## config.mk

```make
export PLATFORM = sky130hd
export DESIGN_NAME = pll_counter_serial_programmer_top
export DESIGN_NICKNAME = d
export VERILOG_FILES = /design/src/rtl/pcsp_pkg.sv /design/src/rtl/pcsp_front.sv /design/src/rtl/pcsp_queue.sv /design/src/rtl/pcsp_serializer.sv /design/src/rtl/pll_counter_serial_programmer_top.sv
export SDC_FILE = /design/constraint.sdc
export NUM_CORES = 1
export LEC_CHECK = 0
export BUFFER_PORTS_ARGS = -buffer_cell sky130_fd_sc_hd__buf_2
export CORE_ASPECT_RATIO = 1.5
export CORE_MARGIN = 1.5
export CORE_UTILIZATION = 45
export CTS_BUF_LIST = sky130_fd_sc_hd__clkbuf_4 sky130_fd_sc_hd__clkbuf_8 sky130_fd_sc_hd__clkbuf_16
export DETAILED_ROUTE_END_ITERATION = 10
export GPL_TIMING_DRIVEN = 1
export SKIP_CTS_REPAIR_TIMING = 1
export SLEW_MARGIN = 40
export SYNTH_ARGS = -nofsm -noshare
export SYNTH_HDL_FRONTEND = slang
export SYNTH_HIERARCHICAL = 1
export SYNTH_SLANG_ARGS = --single-unit
```

## constraint.sdc

```tcl
create_clock -name i_clk -period 7.1 [get_ports i_clk]
set_input_delay 1.065 -clock i_clk [delete_from_list [all_inputs] [get_ports i_clk]]
set_output_delay 1.065 -clock i_clk [all_outputs]
set_load 0.02 [all_outputs]
```

## src/rtl/pcsp_pkg.sv

```systemverilog
// Types and constants of the PLL counter serial programmer.
`default_nettype none

package pcsp_pkg;

    // Synthesizer word widths
    localparam int REF_BITS = 14;
    localparam int N_BITS   = 10;
    localparam int A_BITS   = 7;

    // Stream widths
    localparam int IN_DATA_W  = 40;
    localparam int IN_USER_W  = 2;
    localparam int OUT_DATA_W = 8;

    // Input request fields
    localparam int FREQ_W  = 20;
    localparam int SHIFT_W = 16;
    localparam int DIR_W   = 2;
    localparam int TUNE_W  = 32;

    // Shift direction codes (two's complement)
    localparam logic [DIR_W-1:0] DIR_NONE  = 2'b00;
    localparam logic [DIR_W-1:0] DIR_UP    = 2'b01;
    localparam logic [DIR_W-1:0] DIR_DOWN2 = 2'b10;
    localparam logic [DIR_W-1:0] DIR_DOWN  = 2'b11;

    // Band type codes
    localparam logic BAND_VHF = 1'b0;
    localparam logic BAND_UHF = 1'b1;

    // Event kind codes
    localparam logic EV_DATA  = 1'b0;
    localparam logic EV_LATCH = 1'b1;

    // Receive IF offset and reference word
    localparam logic [TUNE_W-1:0]   IF_OFFSET_KHZ = 32'd45000;
    localparam logic [REF_BITS-1:0] REF_WORD      = 14'd1024;

    // n = f / 1000 = (f >> 3) / 125, reciprocal exact for 29-bit operands
    localparam int                RECIP125_SHIFT = 36;
    localparam logic [29:0]       RECIP125       = 30'd549755814;
    localparam logic [N_BITS-1:0] KHZ_PER_N      = 10'd1000;
    // a = floor(2r/25) = (r * 1311) >> 14 for r < 1000
    localparam int                RECIP25_SHIFT  = 14;
    localparam logic [10:0]       RECIP25        = 11'd1311;

    // Event sequence: ref word, ctl 1, latch, N, A, ctl 0, final latch
    localparam int            EV_COUNT    = REF_BITS + N_BITS + A_BITS + 4;
    localparam int            CNT_W       = $clog2(EV_COUNT);
    localparam logic [CNT_W-1:0] EV_LATCH1 = CNT_W'(REF_BITS + 1);
    localparam logic [CNT_W-1:0] EV_FINAL  = CNT_W'(EV_COUNT - 1);

    // Command handed from the front to the serializer
    typedef struct packed {
        logic [1:0]        band;
        logic [N_BITS-1:0] n;
        logic [A_BITS-1:0] a;
    } t_cmd;

endpackage

`default_nettype wire

```

## src/rtl/pcsp_front.sv

```systemverilog
// Front end: accepts requests, updates the band, computes N and A.
`default_nettype none

module pcsp_front
    import pcsp_pkg::*;
(
    input  wire logic                 i_clk,
    input  wire logic                 i_rst_n,
    input  wire logic                 i_cfg_we,
    input  wire logic                 i_cfg_wdata,
    input  wire logic                 s_axis_tvalid,
    output logic                      s_axis_tready,
    input  wire logic [IN_DATA_W-1:0] s_axis_tdata,
    input  wire logic [IN_USER_W-1:0] s_axis_tuser,
    input  wire logic                 i_full,
    output logic                      o_push,
    output t_cmd                      o_cmd
);

    logic                 r_band_type;
    logic [1:0]           r_band;
    logic                 r_v1, r_v2, r_v3, r_v4;
    logic [TUNE_W-1:0]    r_f1;
    logic [1:0]           r_band1, r_band2, r_band3, r_band4;
    logic [58:0]          r_p2;
    logic [9:0]           r_flo2;
    logic [N_BITS-1:0]    r_n3, r_n4;
    logic [9:0]           r_r3;
    logic [A_BITS-1:0]    r_a4;

    logic                 w_advance, w_accept, w_take;
    logic [FREQ_W-1:0]    w_freq;
    logic [SHIFT_W-1:0]   w_shift;
    logic [DIR_W-1:0]     w_dir;
    logic                 w_tx;
    logic [1:0]           w_band_next;
    logic [TUNE_W-1:0]    w_tuned;
    logic [N_BITS-1:0]    w_n;
    logic [19:0]          w_nk;
    logic [20:0]          w_ar;

    // Unpack request fields
    assign w_freq  = s_axis_tdata[FREQ_W-1:0];
    assign w_shift = s_axis_tdata[FREQ_W+SHIFT_W-1:FREQ_W];
    assign w_dir   = s_axis_tdata[FREQ_W+SHIFT_W+DIR_W-1:FREQ_W+SHIFT_W];
    assign w_tx    = s_axis_tuser[1];

    // Stall the whole pipe only when the last stage cannot push
    assign w_advance     = !(r_v4 && i_full);
    assign s_axis_tready = w_advance;
    assign w_accept      = s_axis_tvalid && w_advance;
    assign w_take        = w_accept && s_axis_tuser[0];
    assign o_push        = r_v4 && !i_full;

    // Band select update; no matching range keeps the old value
    always_comb begin
        w_band_next = r_band;
        if (r_band_type == BAND_VHF) begin
            if (w_freq inside {[20'd164000:20'd173999]}) begin
                w_band_next = 2'd0;
            end else if (w_freq inside {[20'd154000:20'd163999]}) begin
                w_band_next = 2'd2;
            end else if (w_freq inside {[20'd146000:20'd153999]}) begin
                w_band_next = 2'd1;
            end else if (w_freq inside {[20'd134000:20'd145999]}) begin
                w_band_next = 2'd3;
            end
        end else begin
            if (w_freq inside {[20'd452000:20'd469999]}) begin
                w_band_next = 2'd0;
            end else if (w_freq inside {[20'd430000:20'd451999]}) begin
                w_band_next = 2'd3;
            end
        end
    end

    // Tuned frequency, modulo 2^32
    always_comb begin
        w_tuned = TUNE_W'(w_freq);
        if (!w_tx) begin
            if (r_band_type == BAND_VHF) begin
                w_tuned = TUNE_W'(w_freq) + IF_OFFSET_KHZ;
            end else begin
                w_tuned = TUNE_W'(w_freq) - IF_OFFSET_KHZ;
            end
        end else begin
            case (w_dir)
                DIR_UP:    w_tuned = TUNE_W'(w_freq) + TUNE_W'(w_shift);
                DIR_DOWN:  w_tuned = TUNE_W'(w_freq) - TUNE_W'(w_shift);
                DIR_DOWN2: w_tuned = TUNE_W'(w_freq) - {15'd0, w_shift, 1'b0};
                default:   w_tuned = TUNE_W'(w_freq);
            endcase
        end
    end

    // N low bits, remainder of f / 1000, and A = floor(2r / 25)
    assign w_n  = r_p2[RECIP125_SHIFT+N_BITS-1:RECIP125_SHIFT];
    assign w_nk = w_n * KHZ_PER_N;
    assign w_ar = r_r3 * RECIP25;

    // Control state: config, band, stage valids
    always_ff @(posedge i_clk) begin
        if (!i_rst_n) begin
            r_band_type <= BAND_VHF;
            r_band      <= 2'd0;
            r_v1        <= 1'b0;
            r_v2        <= 1'b0;
            r_v3        <= 1'b0;
            r_v4        <= 1'b0;
        end else begin
            if (i_cfg_we) begin
                r_band_type <= i_cfg_wdata;
            end
            if (w_take) begin
                r_band <= w_band_next;
            end
            if (w_advance) begin
                r_v1 <= w_take;
                r_v2 <= r_v1;
                r_v3 <= r_v2;
                r_v4 <= r_v3;
            end
        end
    end

    // Arithmetic pipeline payload
    always_ff @(posedge i_clk) begin
        if (w_advance) begin
            r_f1    <= w_tuned;
            r_band1 <= w_band_next;
            r_p2    <= r_f1[TUNE_W-1:3] * RECIP125;
            r_flo2  <= r_f1[9:0];
            r_band2 <= r_band1;
            r_n3    <= w_n;
            r_r3    <= r_flo2 - w_nk[9:0];
            r_band3 <= r_band2;
            r_n4    <= r_n3;
            r_a4    <= w_ar[RECIP25_SHIFT+A_BITS-1:RECIP25_SHIFT];
            r_band4 <= r_band3;
        end
    end

    assign o_cmd.band = r_band4;
    assign o_cmd.n    = r_n4;
    assign o_cmd.a    = r_a4;

endmodule

`default_nettype wire

```

## src/rtl/pcsp_queue.sv

```systemverilog
// Command queue between the front end and the serializer.
`default_nettype none

module pcsp_queue
    import pcsp_pkg::*;
#(
    parameter int DEPTH = 4
) (
    input  wire logic i_clk,
    input  wire logic i_rst_n,
    input  wire logic i_push,
    input  t_cmd      i_cmd,
    input  wire logic i_pop,
    output t_cmd      o_head,
    output logic      o_full,
    output logic      o_empty
);

    localparam int AW = (DEPTH > 1) ? $clog2(DEPTH) : 1;
    localparam int CW = $clog2(DEPTH + 1);
    localparam logic [AW-1:0] LAST_PTR = AW'(DEPTH - 1);

    t_cmd           r_mem [DEPTH];
    logic [AW-1:0]  r_wr, r_rd;
    logic [CW-1:0]  r_count;

    assign o_full  = (r_count == CW'(DEPTH));
    assign o_empty = (r_count == '0);
    assign o_head  = r_mem[r_rd];

    // Store pushed commands
    always_ff @(posedge i_clk) begin
        if (i_push) begin
            r_mem[r_wr] <= i_cmd;
        end
    end

    // Advance pointers and occupancy
    always_ff @(posedge i_clk) begin
        if (!i_rst_n) begin
            r_wr    <= '0;
            r_rd    <= '0;
            r_count <= '0;
        end else begin
            if (i_push) begin
                r_wr <= (r_wr == LAST_PTR) ? '0 : r_wr + 1'b1;
            end
            if (i_pop) begin
                r_rd <= (r_rd == LAST_PTR) ? '0 : r_rd + 1'b1;
            end
            if (i_push && !i_pop) begin
                r_count <= r_count + 1'b1;
            end else if (i_pop && !i_push) begin
                r_count <= r_count - 1'b1;
            end
        end
    end

endmodule

`default_nettype wire

```

## src/rtl/pcsp_serializer.sv

```systemverilog
// Back end: walks one command through its 35 serial events.
`default_nettype none

module pcsp_serializer
    import pcsp_pkg::*;
(
    input  wire logic                  i_clk,
    input  wire logic                  i_rst_n,
    input  t_cmd                       i_head,
    input  wire logic                  i_empty,
    output logic                       o_pop,
    output logic                       m_axis_tvalid,
    input  wire logic                  m_axis_tready,
    output logic [OUT_DATA_W-1:0]      m_axis_tdata,
    output logic                       m_axis_tlast,
    output logic                       m_axis_tuser
);

    logic [CNT_W-1:0]    r_cnt;
    logic                r_valid;
    logic                r_kind, r_bit, r_last;
    logic [1:0]          r_band;

    logic                w_load;
    logic [EV_COUNT-1:0] w_bits;
    logic [CNT_W-1:0]    w_idx;

    // Full bit sequence, first event in the top bit; latch slots are zero
    assign w_bits = {REF_WORD, 1'b1, 1'b0, i_head.n, i_head.a, 1'b0, 1'b0};
    assign w_idx  = EV_FINAL - r_cnt;

    assign w_load = !i_empty && (!r_valid || m_axis_tready);
    assign o_pop  = w_load && (r_cnt == EV_FINAL);

    // Event counter and output valid
    always_ff @(posedge i_clk) begin
        if (!i_rst_n) begin
            r_cnt   <= '0;
            r_valid <= 1'b0;
        end else begin
            if (w_load) begin
                r_valid <= 1'b1;
                r_cnt   <= (r_cnt == EV_FINAL) ? '0 : r_cnt + 1'b1;
            end else if (m_axis_tready) begin
                r_valid <= 1'b0;
            end
        end
    end

    // Output event register
    always_ff @(posedge i_clk) begin
        if (w_load) begin
            r_kind <= (r_cnt == EV_LATCH1 || r_cnt == EV_FINAL) ? EV_LATCH : EV_DATA;
            r_bit  <= w_bits[w_idx];
            r_last <= (r_cnt == EV_FINAL);
            r_band <= i_head.band;
        end
    end

    assign m_axis_tvalid = r_valid;
    assign m_axis_tdata  = {5'd0, r_band, r_bit};
    assign m_axis_tlast  = r_last;
    assign m_axis_tuser  = r_kind;

endmodule

`default_nettype wire

```

## src/rtl/pll_counter_serial_programmer_top.sv

```systemverilog
// Top level of the PLL counter serial programmer.
//
// Input stream (s_axis): one channel request per transfer. Requests with
// the valid flag low are taken and dropped. Each valid request updates the
// kept band select and is turned into the N and A counter values by a
// four-stage arithmetic pipe (reciprocal multiplies by 1/125 and 2/25).
// Output stream (m_axis): 35 serial events per valid request, one per
// cycle while the receiver is ready: 14 reference bits, control 1, latch,
// 10 N bits, 7 A bits, control 0, final latch (tlast). tuser is the event
// kind. The serializer sets the request rate; the front keeps accepting
// into a QUEUE_DEPTH command queue while the serializer runs, and only
// stalls when that queue is full and the last pipe stage holds a command.
// A receiver stall holds the current event and backs up the queue.
// band_type is written through i_cfg_we/i_cfg_wdata only while the block
// idles; the user must keep to this, as the block has no check for it.
// Reset (i_rst_n low, synchronous) clears the band select, band_type,
// the queue and all pipeline valids.
`default_nettype none

module pll_counter_serial_programmer_top
    import pcsp_pkg::*;
#(
    parameter int QUEUE_DEPTH = 4
) (
    input  wire logic                  i_clk,
    input  wire logic                  i_rst_n,
    input  wire logic                  i_cfg_we,
    input  wire logic                  i_cfg_wdata,
    input  wire logic                  s_axis_tvalid,
    output logic                       s_axis_tready,
    // [19:0] frequency_khz, [35:20] shift_khz, [37:36] shift_direction
    input  wire logic [IN_DATA_W-1:0]  s_axis_tdata,
    // [0] frequency_valid, [1] transmit
    input  wire logic [IN_USER_W-1:0]  s_axis_tuser,
    output logic                       m_axis_tvalid,
    input  wire logic                  m_axis_tready,
    // [0] data_bit, [2:1] band_select
    output logic [OUT_DATA_W-1:0]      m_axis_tdata,
    output logic                       m_axis_tlast,
    // [0] event_kind
    output logic                       m_axis_tuser
);

    t_cmd w_push_cmd, w_head;
    logic w_push, w_pop, w_full, w_empty;

    pcsp_front u_front (
        .i_clk         (i_clk),
        .i_rst_n       (i_rst_n),
        .i_cfg_we      (i_cfg_we),
        .i_cfg_wdata   (i_cfg_wdata),
        .s_axis_tvalid (s_axis_tvalid),
        .s_axis_tready (s_axis_tready),
        .s_axis_tdata  (s_axis_tdata),
        .s_axis_tuser  (s_axis_tuser),
        .i_full        (w_full),
        .o_push        (w_push),
        .o_cmd         (w_push_cmd)
    );

    pcsp_queue #(
        .DEPTH (QUEUE_DEPTH)
    ) u_queue (
        .i_clk   (i_clk),
        .i_rst_n (i_rst_n),
        .i_push  (w_push),
        .i_cmd   (w_push_cmd),
        .i_pop   (w_pop),
        .o_head  (w_head),
        .o_full  (w_full),
        .o_empty (w_empty)
    );

    pcsp_serializer u_ser (
        .i_clk         (i_clk),
        .i_rst_n       (i_rst_n),
        .i_head        (w_head),
        .i_empty       (w_empty),
        .o_pop         (w_pop),
        .m_axis_tvalid (m_axis_tvalid),
        .m_axis_tready (m_axis_tready),
        .m_axis_tdata  (m_axis_tdata),
        .m_axis_tlast  (m_axis_tlast),
        .m_axis_tuser  (m_axis_tuser)
    );

endmodule

`default_nettype wire

```

==> out/qor.csv, run 1 <==
metric,value,unit
hold_slack,0.4223,ns
area_growth_syn_to_layout,11.03,%
period_minus_slack,6.934,ns
htreeDepth,4,
cts_tree,built,
drt_wl_total,54670,µm
synthAdderAreaFrac,42.75,%
core_area,49800,µm²
seq_area,5507,µm²
start_util,45.70,%
synth-simple-area-share,7.372,%
synth-xor-area-share,3.310,%
finalNonFillerCells,2938,
cp_slowest_cell,fa_1,
cp.arrival,7.13,ns
fin_crit_sh,97.67,%
via_per_inst,5.357,
path_buf_inv,7,
synth-edff-count,168,
tightest_slew,0.8156,ns
drc_errors,0,
die_x,186.6,µm
max_slew_margin,45.55,%
clock_skew,0.01228,ns
hold_violations,0,
syn_area_per_cell,10.57,µm²
fp.dieH,278.4,µm
gp_congestion,0.9302,
dpl.cell_count,2887,
path_common_cell,fa_1,
finalMaxSlewViolations,0,
antenna_found_initial,3,
run_status,finished clean,
slowest_delay,0.60,ns
synth_compound_area_share,11.24,%
yosysSeqAreaShare,24.19,%
cp-start-kind,flop,
netlist_area,22760,µm²
grt_use_total,21.63,%
postRouteAntennaNets,0,
cts-root-buf,clkbuf_16,
grt_max_degree,55,
dpl.hpwl,45730,µm
die_area,51960,µm²
finalSetupViolations,0,
path_clk_slew,0.08,ns
crit_path_end_kind,flop,
cp_cell_sequence,buf_4 > ha_1 > fa_2 > fa_1 > inv_1 > fa_1 > inv_1 > fa_1 > fa_1 > fa_1 > inv_1 > fa_1 > inv_1 > ha_1 > nand2_1 > nor2_1 > nor4b_2 > a221oi_2 > buf_4 > a211oi_4 > buf_4 > a31o_2 > a21oi_2 > xnor2_1,
crit_fanout,4,
grt_pass1_wl,87390,µm
synth_top_family_by_area,adder cells,
vias,15740,
rows,100,
final_util,50.75,%
maxCapViolations,0,
ios,60,
crit_required,7.30,ns
fin_nets,2950,
cts.path.max_buffers,2,
ys_ff_latch,191,
cpLargestDelayFamily,adder cells,
fillCellCount,4607,
clkLatencyLatePin,0.45,ns
ys_types,94,
synthMuxAreaShare,3.101,%
finalInstanceArea,25270,µm²
ys_async_sr_fraction,0,%
place_area,24130,µm²
hp-class,reg -> reg,
grt_overflow,0,
grt_pass1_vias,16920,
cts_made_buffers,17,
ys_warn_count,6,
port_buffers,52,
wl_per_cell,18.61,µm
max_freq,0.1442,GHz
final_layout_size_suffix_gt1_share,12.27,%
drt_iter0_markers,594,
multi_input_area,15830,µm²
criticalPathCategory,reg -> reg,
cts.sinks,191,
synthCells,2154,
first_pass_iters,5,
synth_top_flop_cell,edfxtp_1,
-- cell usage after synthesis, types with 6 or more instances --
master / count / area (µm²)
xnor2_1: 63 / 551.8
and2_1: 8 / 50.05
or3_1: 9 / 56.30
nor2_1: 83 / 311.6
o21bai_1: 12 / 90.09
nor3_1: 26 / 130.1
o21a_1: 19 / 142.6
mux4_2: 12 / 270.3
inv_1: 408 / 1531
a211oi_1: 10 / 75.07
ha_1: 416 / 5205
nand2_1: 91 / 341.6
and3_1: 10 / 62.56
clkbuf_1: 39 / 146.4
nand4_1: 14 / 87.58
a21oi_1: 112 / 560.5
buf_4: 7 / 52.55
fa_1: 226 / 4524
a21boi_0: 6 / 45.04
o211ai_1: 7 / 52.55
dfxtp_1: 23 / 460.4
nor2b_1: 24 / 150.1
o31ai_1: 11 / 82.58
a31oi_1: 16 / 100.1
a21o_1: 29 / 217.7
nand2b_1: 18 / 112.6
nand3_1: 27 / 135.1
o21ai_0: 80 / 400.4
or2_2: 10 / 62.56
edfxtp_1: 168 / 5045
o31a_1: 6 / 52.55
mux2i_1: 12 / 120.1
xor2_1: 23 / 201.4
mux4_1: 11 / 289.0
nor4_1: 8 / 50.05
-- registers in the layout, summed over array words and instances (netlist names), 3 cells and up, named ones only --
| register | flops |
|---|---|
| u_front/r_n3 | 10 |
| u_front/r_a4 | 7 |
| u_front/r_p2 | 10 |
| u_front/r_r3 | 10 |
| u_ser/r_cnt | 6 |
| u_queue/r_mem | 76 |
| u_front/r_flo2 | 10 |
| u_queue/r_count | 3 |
| u_front/r_f1 | 22 |
| u_front/r_n4 | 10 |
-- placed cells by master, fill, tap and decap left out, types with 7 or more instances in the layout --
cell type / n
nand3_1: 27
or2_2: 10
o21bai_1: 12
a21oi_2: 7
nor4_1: 8
xnor2_1: 63
inv_1: 407
nor2_1: 83
a21o_1: 29
edfxtp_1: 168
nand2b_1: 18
ha_4: 16
mux4_1: 11
xor2_1: 23
fa_1: 210
ha_1: 400
and3_1: 10
clkbuf_16: 17
a31oi_1: 16
nand4_1: 14
mux4_2: 12
mux2i_1: 12
dfxtp_1: 22
nor2b_1: 23
buf_4: 82
nor3_1: 25
or3_1: 9
o211ai_1: 7
o31ai_1: 10
o21a_1: 19
fa_2: 16
buf_2: 52
nand2_1: 90
a21oi_1: 103
o21ai_0: 78
a211oi_1: 10
-- final timing paths --
check / start / endpoint / slack [ns] / cells past startpoint
min: u_front/r_n3[0] / u_front/r_n4[0] / 0.42 / 0
min reg2reg: u_front/r_n3[0] / u_front/r_n4[0] / 0.42 / 0
max reg2reg: u_front/r_f1[12] / u_front/r_p2[45] / 0.17 / 24
max: u_front/r_f1[12] / u_front/r_p2[45] / 0.17 / 24
-- metrics by stage --
step	setup TNS, ns	setup slack, ns
floorplan	0	0.2639
global placement	-0.5607	-0.2120
detailed placement	-1.143	-0.3042
CTS	-1.109	-0.2883
global route	-0.07564	-0.03527
finish	0	0.1656
-- cell type report --
cell class	instances	share of cell area [%]
Tap cell	663	3.283
Timing Repair Buffer	140	3.733
Multi-Input combinational cell	1499	62.63
Clock inverter	15	0.7575
Sequential cell	191	21.79
Inverter	411	6.105
Antenna cell	2	0.01980
Clock buffer	17	1.683
-- routing by layer --
metal	global-route usage, %	vias to the layer above	wire length (µm)
li1	-	7592	-
met1	21.66	7722	19650
met2	43.43	314	30770
met3	2.219	107	1486
met4	11.08	4	2738
met5	0	-	23
-- cell families after synthesis --
kind of cell	Yosys count
adders and majority gates	642
buffers and inverters	468
AOI/OAI and AO/OA	386
and+or+nand+nor	343
DFF	191
xor gates and xnor gates	86
muxes	37
other	1
Power of run 1 is left out: the tool's default activity adds up to more than one toggle a clock period on the data nets, which glitch-free logic cannot reach.
==> inputs of run 2 (changes only) <==
--- a/config.mk
+++ b/config.mk
@@ -5,6 +5,7 @@
 export SDC_FILE = /design/constraint.sdc
 export NUM_CORES = 1
 export LEC_CHECK = 0
+export ABC_AREA = 1
 export BUFFER_PORTS_ARGS = -buffer_cell sky130_fd_sc_hd__buf_2
 export CORE_ASPECT_RATIO = 1.5
 export CORE_MARGIN = 1.5
==> run 2 against run 1 <==
Net effect:
- sequential share of layout area is 1.3 points lower
- critical endpoint is now u_front/r_p2[42]
- highest routed layer is now met4
- via count increased by 29%
- utilization down 2.3 points
- worst hold slack improved by 0.0018 ns
- non-clock buffer count fell by 56
- routed wire length is 41% higher
- final cell count grew 29%
- maximum frequency up 3.0%
==> out/qor.csv, run 2 <==
metric,value,unit
run_status,finished clean,
path_clk_slew,0.08,ns
cp-start-kind,flop,
htreeDepth,4,
fin_ws,0.3674,ns
max_freq,0.1485,GHz
hp-class,reg -> reg,
core_area,55440,µm²
yosysSeqAreaShare,21.89,%
first_pass_iters,6,
synth-edff-count,168,
synth_top_flop_cell,edfxtp_1,
setup_tns,0,ns
layout_commonest_cell,inv_1,
port_buffers,52,
finalSetupViolations,0,
final_layout_size_suffix_gt1_share,6.008,%
synth_top_area_cell,ha_1,
final_util,48.44,%
grt_use_met3,2.257,%
antenna_found_initial,0,
final_cell_mix,"589 x inv_1, 558 x nand2_1, 416 x ha_1",
cts_tree,built,
busiest_layer,met2,
ys_warn_count,6,
yosysTopAreaCellShare,20.70,%
clkLatencyLatePin,0.46,ns
syn_area_per_cell,8.339,µm²
grt_pass1_wl,117200,µm
cts_made_buffers,17,
postRouteAntennaNets,0,
maxCapViolations,0,
fin_crit_sh,94.83,%
criticalPathCategory,reg -> reg,
drt_wl_total,77350,µm
ys_async_sr_fraction,0,%
diodes,0,
seq_area,5507,µm²
dpl.hpwl,65940,µm
start_util,45.37,%
met2_usage,54.78,%
grt_overflow,0,
grt_pass1_vias,21850,
drc_errors,0,
grt_use_met1,23.82,%
multi_input_area,17030,µm²
finalInstanceArea,26850,µm²
grt_max_degree,52,
ys_ff_latch,191,
crit_required,7.29,ns
rsz0062_at_grt,no,
die_area,57350,µm²
vias,20370,
yosys.cell_count.top_type,inv_1,
via_per_inst,5.386,
largest_reg_flops,76,
yosys-top-cells-area,"ha_1 21%, edfxtp_1 20%, fa_1 18%, inv_1 8.9%, nand2_1 8.3%",
cp.arrival,6.92,ns
r2r_slack,0.37,ns
cts.sinks,191,
gp_congestion,0.9772,
reg_top3,"u_queue/r_mem x76, u_front/r_f1 x22",
crit_fanout,6,
dpl_worst_slack,0.3215,ns
fillCellCount,5420,
fp.dieH,292.5,µm
fin_nets,3756,
place_area,26190,µm²
ys_types,59,
die_x,196.0,µm
tightest_slew,0.9741,ns
grt_use_total,27.48,%
clock_skew,0.02192,ns
yosys-top-cells-count,"593 x inv_1, 559 x nand2_1, 416 x ha_1",
max_slew_margin,34.38,%
hold_violations,0,
cts.path.max_buffers,2,
netlist_area,25150,µm²
period_minus_slack,6.733,ns
synthCells,3016,
crit_path_end_kind,flop,
rows,106,
drt_iter0_markers,971,
ios,60,
wl_per_cell,20.46,µm
cts-root-buf,clkbuf_16,
finalMaxSlewViolations,0,
largest-register,u_queue/r_mem,
area_growth_syn_to_layout,6.771,%
==> run 2: critical path, stage by stage, from the launching register on <==
cell and delay, ns:
edfxtp_1 0.49, buf_4 0.23, ha_1 0.30, fa_1 0.45, fa_1 0.56, inv_1 0.06
fa_1 0.50, inv_1 0.10, fa_1 0.54, fa_1 0.44, fa_1 0.56, inv_1 0.06
fa_1 0.49, inv_1 0.04, ha_1 0.32, a21oi_1 0.26, o21ai_0 0.14, a21oi_1 0.13
o21ai_0 0.17, nand2_1 0.10, nand3_1 0.25, xor2_1 0.24
==> run 2: kinds of logic (layout without fill, tap and decap cells) <==
logic type      Yosys count  count (layout)  share of synthesized area [%]
other cells               1               5                        0.01491
flops                   191             191                          21.89
compound gates          388             388                          8.681
buf+inv                 666             725                          10.54
xor+xnor                 60              60                          2.089
simple gates           1068            1068                          18.10
fa+ha+maj               642             642                          38.68
==> run 2: per-stage QoR <==
step | hold WS, ns | cells
floorplan | 0.4003 | 3020
finish | 0.4241 | 3781
detailed placement | 0.4045 | 3746
global placement | 0.4008 | 3746
global route | 0.4286 | 3781
CTS | 0.4212 | 3778
==> run 2: layout make-up <==
type                    count  share of cell area (%)
inverters                 609                   8.513
repair buffers             84                   1.957
well taps                 702                   3.271
clock inverters            15                  0.7688
clock buffers              17                   1.584
flip-flops and latches    191                   20.51
multi-input cells        2163                   63.40
==> run 2: worst paths after layout <==
kind	endpoint	depth (start not counted)	from
max	u_front/r_p2[42]	21	u_front/r_f1[18]
min	u_front/r_flo2[1]	0	u_front/r_f1[1]
max reg2reg	u_front/r_p2[42]	21	u_front/r_f1[18]
min reg2reg	u_front/r_flo2[1]	0	u_front/r_f1[1]
==> run 2: layer usage <==
metal  up-vias  part of all wire [%]
li1       9852                     -
met1      9725                    32
met4         0                    11
met2       516                    55
met5         -                     0
met3       272                   2.3
Power of run 2 is left out for the same reason.
